File: config.mk
export PLATFORM = sky130hd
export DESIGN_NAME = parat_front
export DESIGN_NICKNAME = d
export VERILOG_FILES = /design/src/hdl/parat_pkg.sv /design/src/hdl/parat_front.sv
export SDC_FILE = /design/constraint.sdc
export NUM_CORES = 1
export LEC_CHECK = 0
export BUFFER_PORTS_ARGS = -buffer_cell sky130_fd_sc_hd__buf_4
export CORE_MARGIN = 2
export CORE_UTILIZATION = 48
export DETAILED_ROUTE_END_ITERATION = 8
export PLACE_DENSITY_LB_ADDON = 0.12
export SLEW_MARGIN = 20
export SYNTH_ARGS = -nofsm -noshare
export SYNTH_HDL_FRONTEND = slang
export SYNTH_SLANG_ARGS = --single-unit
File: constraint.sdc
create_clock -name clk -period 2.5 [get_ports clk]
set_input_delay 0.5 -clock clk [delete_from_list [all_inputs] [get_ports clk]]
set_output_delay 0.5 -clock clk [all_outputs]
set_load 0.005 [all_outputs]
File: src/hdl/parat_pkg.sv
// ----------------------------------------------------------------------------
// parat_pkg
// Shared types and constants of the path-prefix access rule table.
// ----------------------------------------------------------------------------
package parat_pkg;

	localparam int RULES        = 16;
	localparam int PREFIX       = 64;
	localparam int ACCESS_WIDTH = 16;

	localparam int RIDX_W = (RULES > 1) ? $clog2(RULES) : 1;
	localparam int CNT_W  = $clog2(RULES + 1);
	localparam int POS_W  = $clog2(PREFIX + 1);
	localparam int LEN_W  = $clog2(PREFIX);
	localparam int TADR_W = $clog2(RULES * PREFIX);

	localparam logic [7:0] SLASH = 8'h2F;

	localparam logic [1:0] OP_RULE  = 2'd0;
	localparam logic [1:0] OP_QUERY = 2'd1;
	localparam logic [1:0] OP_SEAL  = 2'd2;

	localparam logic [1:0] ST_OK      = 2'd0;
	localparam logic [1:0] ST_DENIED  = 2'd1;
	localparam logic [1:0] ST_FULL    = 2'd2;
	localparam logic [1:0] ST_INVALID = 2'd3;

	localparam logic [1:0] MS_PENDING = 2'd0;
	localparam logic [1:0] MS_FAILED  = 2'd1;
	localparam logic [1:0] MS_MATCHED = 2'd2;

	typedef struct packed {
		logic [1:0]  op;
		logic [7:0]  ch;
		logic        last;
		logic [15:0] access_bits;
	} in_word_t;

	typedef struct packed {
		logic [1:0] status;
		logic [4:0] rules_in_use;
	} out_word_t;

	// classified word handed from front to back
	typedef struct packed {
		logic [1:0]        op;
		logic [7:0]        ch;
		logic              last;
		logic [15:0]       bits;
		logic [POS_W-1:0]  pos;
	} cmd_t;

endpackage

File: src/hdl/parat_front.sv
// ----------------------------------------------------------------------------
// parat_front
// Accepts input words, tracks the character position and forwards
// classified words into a two-entry queue toward the back end.
// ----------------------------------------------------------------------------
module parat_front import parat_pkg::*; (
	input  logic     clk,
	input  logic     arst_n,
	input  logic     in_valid,
	output logic     in_ready,
	input  in_word_t in_data,
	output logic     q_valid,
	input  logic     q_ready,
	output cmd_t     q_data
);

	cmd_t             buf_q [2];
	logic             wp_q, rp_q;
	logic [1:0]       cnt_q;
	logic [POS_W-1:0] pos_q;
	logic             sealed_q;
	cmd_t             cmd;
	logic             push, pop;

	assign in_ready = (cnt_q != 2'd2);
	assign push     = in_valid && in_ready;
	assign q_valid  = (cnt_q != 2'd0);
	assign q_data   = buf_q[rp_q];
	assign pop      = q_valid && q_ready;

	// classify
	always_comb begin
		cmd.op   = in_data.op;
		cmd.ch   = in_data.ch;
		cmd.last = in_data.last;
		cmd.bits = in_data.access_bits[ACCESS_WIDTH-1:0];
		cmd.pos  = pos_q;
	end

	// queue storage
	always_ff @(posedge clk) begin
		if (push) begin
			buf_q[wp_q] <= cmd;
		end
	end

	// position counter, seal shadow and queue pointers
	always_ff @(posedge clk or negedge arst_n) begin
		if (!arst_n) begin
			wp_q     <= 1'b0;
			rp_q     <= 1'b0;
			cnt_q    <= 2'd0;
			pos_q    <= '0;
			sealed_q <= 1'b0;
		end else begin
			if (push) begin
				wp_q <= ~wp_q;
				if (in_data.op == OP_SEAL) begin
					// a repeated seal changes nothing
					if (!sealed_q) begin
						sealed_q <= 1'b1;
						pos_q    <= '0;
					end
				end else if (in_data.op == OP_RULE || in_data.op == OP_QUERY) begin
					if (in_data.last) begin
						pos_q <= '0;
					end else if (pos_q != POS_W'(PREFIX)) begin
						pos_q <= pos_q + 1'b1;
					end
				end
			end
			if (pop) begin
				rp_q <= ~rp_q;
			end
			cnt_q <= cnt_q + {1'b0, push} - {1'b0, pop};
		end
	end

endmodule

Yosys cells after proc, flatten, opt, wreduce, memory -nomap -nowiden
Memories as Yosys holds them, arrays and structs flattened.
Cells that the tools add are included.
W data, S select, Z words.
{"block": "op_classes", "n_mux": 7, "addsub": 3, "n_reduce_logical": 9, "eq_ne": 5, "n_bitwise": 2}
{"operator": "$mux W7", "n": 5}
{"operator": "$add A7 B1 Y7 const B", "n": 1}
{"operator": "$ne A7 B7 Y1 const B", "n": 1}
{"operator": "$ne A2 B2 Y1 const B", "n": 2}
{"operator": "$reduce_and A4 Y1", "n": 1}
{"operator": "$reduce_bool A2 Y1", "n": 2}
{"operator": "$reduce_bool A3 Y1", "n": 1}
{"operator": "$add A2 B1 Y2", "n": 1}
{"operator": "$eq A2 B1 Y1 const B", "n": 1}
{"operator": "$eq A2 B2 Y1 const B", "n": 1}
{"operator": "$logic_and A1 B1 Y1", "n": 2}
{"operator": "$logic_not A2 Y1", "n": 1}
{"operator": "$mux W1", "n": 2}
{"operator": "$not A1 Y1", "n": 2}
{"operator": "$reduce_and A2 Y1", "n": 1}
{"operator": "$sub A2 B1 Y2", "n": 1}
{"operator": "$logic_or A1 B1 Y1", "n": 1}
{"block": "totals", "mem_count": 1, "inputBits": 31, "ram_bits": 68, "output_inout_bits": 36, "wordCells": 32, "ff_bits": 12}
{"name": "buf_q", "words": 2, "word_bits": 34, "read_ports": 1, "rd_ports_with_merged_regs": 0, "write_ports": 1, "line_no": "parat_front.sv:17", "source": "cmd_t buf_q [2];"}

Depth between registers and ports, before layout
{"block": "depth", "word_depth": 5, "mapped_depth": 5}

Worst setup path after synthesis
No wires, ideal clock.
{"block": "synth_timing", "kind": "flip-flop to flip-flop", "from": "register cnt_q[0]", "to": "memory buf_q[0][0] in the netlist's numbering (enable)", "stages_incl_launch_ff": 4, "n_path_buf": 0, "t_arrival_ns": 2.080, "period_less_slack_ns": 2.505, "setup_ns": 0.425, "path_slack_ns": -0.005, "cell_sequence": "dfrtp_1 nand2b_4 nand2_1 nor2_1"}
{"block": "synth_between", "elab_chain_len": 4}
{"element": "start: declaration", "line_no": "parat_front.sv:19", "source": "logic [1:0] cnt_q;"}
{"element": "start signal: assignment", "line_no": "parat_front.sv:75", "source": "cnt_q <= cnt_q + {1'b0, push} - {1'b0, pop};"}
{"element": "$ne A2 B2 Y1", "line_no": "parat_front.sv:25", "source": "assign in_ready = (cnt_q != 2'd2);"}
{"element": "named net in_ready", "line_no": "parat_front.sv:10", "source": "output logic in_ready,"}
{"element": "$logic_and A1 B1 Y1", "line_no": "parat_front.sv:26", "source": "assign push = in_valid && in_ready;"}
{"element": "$mux W1", "line_no": "parat_front.sv:42", "source": "if (push) begin"}
{"element": "$mux W1 (implied by the code)", "line_no": "parat_front.sv:43", "source": "buf_q[wp_q] <= cmd;"}
{"element": "end: declaration", "line_no": "parat_front.sv:17"}
The timed path passes the listed nets, and every way through them passes these cells.

==> qor.txt <==
M1 GR Usage - 22.8%
DP Area - 3730 sq um
Post-synth top area cell - edfxtp_1
Critical path launch point type - register
HPWL after DPL - 3460 microns
Top Usage Layer GRT - met2
Most used cell, CP - buf_4
Starting Density - 49.2%
CP Data Required Time - 2.00 ns
HP Class - primary input to register
Port bufs - 66
CTS clk-pin slew, worst paths - 0.08 ns
Slew @ Worst Pin - 0.392 ns
CP Class - register to output port
CP cell instances - buf_4, mux2_2, buf_4
P per Cell Area - 1090 nW/um^2
Crit. End Element - output port
Arr. time, crit path - 1.53 ns
Post-CTS sizing - 0
Routed WL - 5320 microns
Top-count cell post-synth - edfxtp_1
Post-synthesis async set-or-reset flop share - 15.0%
Clock Latency Late Sink - 0.33 ns
Max clock buf depth - 2
Fill cells - 491
Core Area - 6310 sq um
Max incr delay on CP - 0.40 ns
Min cycle time layout - 2.03 ns
Fin Setup TNS - 0 ns
Yosys top cell area share - 65.7%
Post-route cell area - 3950 sq um
Vias in the first global route - 1,725
Most common library cells after synthesis - edfxtp_1 (68), mux2_2 (34), dfrtp_1 (12)
Leakage - 1.52 nW
All-Layer GR Usage - 15.9%
GP Congestion - 0.738
RSZ-0062 raised after global routing - no
#FFs+latches synth - 80
Post-synth top flop - edfxtp_1
Switch share - 26.9%
Syn nets - 208
# diodes - 0
Die area - 7140 sq um
VDD IR-drop max - 633 uV
First-pass GRT wire length - 8650 microns
Global route total overflow - 0
CTS sink cnt - 80
Reg2Reg Depth - 3
Setup Buffers After CTS - 0
Number of DRC markers in iteration 0 - 111
Clock group share of total power - 23.4%
Syn Inst Count - 174
Setup violations, final - 0
Relative slew slack - 73.9%
Sequential group share of total power - 45.2%
Post-synth EDFFs - 68
Final net count - 286
Slowest CP cell - mux2_2
Final Hold Fails - 0
Cts bufs inserted - 9
Largest net degree at the start of global routing - 23
# hold bufs at CTS - 1
Setup Skew - 0.00823 ns
Cells after DPL - 317
Sequential fraction of the synthesis area - 75.3%
Vias - 1,745
DRC - 0
Synth-to-Final Area Change - 27.0%
Ranking of synthesized cells by area - edfxtp_1 (66%), mux2_2 (12%), dfrtp_1 (9.7%), ha_1 (1.2%), o21ai_1 (1.1%)
Warnings, synthesis - 0
Final Total Pwr - 0.00430 W
Fraction of layout cells with a size suffix above 1 - 48.6%
I/O pin count - 67
Routed Antenna Nets - 0
Met2 usage - 23.3%
CTS root buf - clkbuf_8
Final period util - 81.2%
H-Tree Level Count - 3
Initial antenna violation count - 0
Final Non-Filler Cells - 334
Mapped Area - 3110 sq um
Unique cell type count in the Yosys netlist - 29
Die Y - 84.5 microns
GR Util met3 - 3.54%
Status - finished, final reports clean
Gate power share - 31.4%
Syn Area/Cell - 17.9 sq um
# Max-Cap Violations - 0
Max Slew Vio Count - 0
Die Wd - 84.5 microns
TritonCTS clock tree - yes
Row cnt - 29
Internal cell power - 0.00314 W
NetSw - 0.00116 W
Pre-antenna DRT Iters - 4
Wirelength per Cell - 15.9 microns
Hold Path Depth - 1
Vias/cell - 5.22
Fmax - 492 MHz
Max Fanout on Critical Path - 22
-- logic make-up (layout without fill, tap and decap cells) --
family          Yosys count  in the layout  share of synthesized area [%]
flops                    80             80                           75.3
mux                      34             34                           12.3
simple gates             30             30                           5.71
compound gates           16             16                           3.06
buf+inv                   7             90                           1.25
xor+xnor                  4              4                           1.13
fa+ha+maj                 3              3                           1.21
-- cells in the final DEF, fill, tap and decap left out, types with 3 or more instances in the layout --
master,instances
nand3_1,5
mux2_2,34
o21ai_1,7
ha_1,3
buf_4,70
o21ai_0,4
nand2_1,7
and3_1,3
edfxtp_1,68
xnor2_1,3
clkbuf_8,9
dfrtp_1,12
-- layer usage --
layer / wire length (microns) / up-vias / part of all wire (%)
li1: - / 832 / -
met1: 2450 / 849 / 46
met2: 2470 / 53 / 46
met3: 297 / 11 / 5.6
met4: 103 / 0 / 1.9
met5: 0 / - / 0
-- power groups by stage --
stage	registers, W	logic, W	clock network, W
after floorplan	0.00194	0.000743	0
after global placement	0.00196	0.00137	0
after detailed placement	0.00198	0.00137	0
after CTS	0.00195	0.00138	0.00103
after global routing	0.00198	0.00148	0.00109
final	0.00195	0.00135	0.00101
-- sequential cells by signal (all words and copies together) (netlist names) --
signal	flops
rp_q	1
buf_q	68
pos_q	7
sealed_q	1
cnt_q	2
wp_q	1
-- final cells by class --
type | instances | area [sq um] | area share (%)
flip-flops and latches | 80 | 2340 | 59.3
well taps | 77 | 96.3 | 2.44
inverters | 2 | 7.51 | 0.190
repair buffers | 72 | 556 | 14.1
clock inverters | 5 | 81.3 | 2.06
clock buffers | 11 | 131 | 3.33
multi-input cells | 87 | 736 | 18.6
-- final timing paths --
kind	from	endpoint	slack (ns)
setup / recovery	rp_q$_DFFE_PN0P_	q_data[2]	0.47
hold / removal	in_data[20]	buf_q[1][27]$_DFFE_PP_	0.34
setup reg to reg	cnt_q[0]$_DFF_PN0_	buf_q[1][12]$_DFFE_PP_	0.94
hold reg to reg	sealed_q$_DFFE_PN0P_	sealed_q$_DFFE_PN0P_	0.47
max in group asynchronous	arst_n	pos_q[1]$_DFFE_PN0P_	1.79
min in group asynchronous	arst_n	sealed_q$_DFFE_PN0P_	0.54
-- stage by stage --
stage | utilization, % | setup slack [ns] | hold slack, ns
6_report | 62.6 | 0.469 | 0.342
2_1_floorplan | - | 0.554 | 0.204
3_3_place_gp | 59.0 | 0.840 | 0.356
4_1_cts | 62.6 | 0.462 | 0.332
3_5_place_dp | 59.0 | 0.834 | 0.359
5_1_grt | 62.6 | 0.397 | 0.327
-- worst max-delay path, delay by kind of cell (launching register included) --
family | cells | cell delay (ns)
buffers and inverters | 2 | 0.43
DFF | 1 | 0.35
muxes | 1 | 0.40
Note: power is estimated with default switching activity, not from simulation.
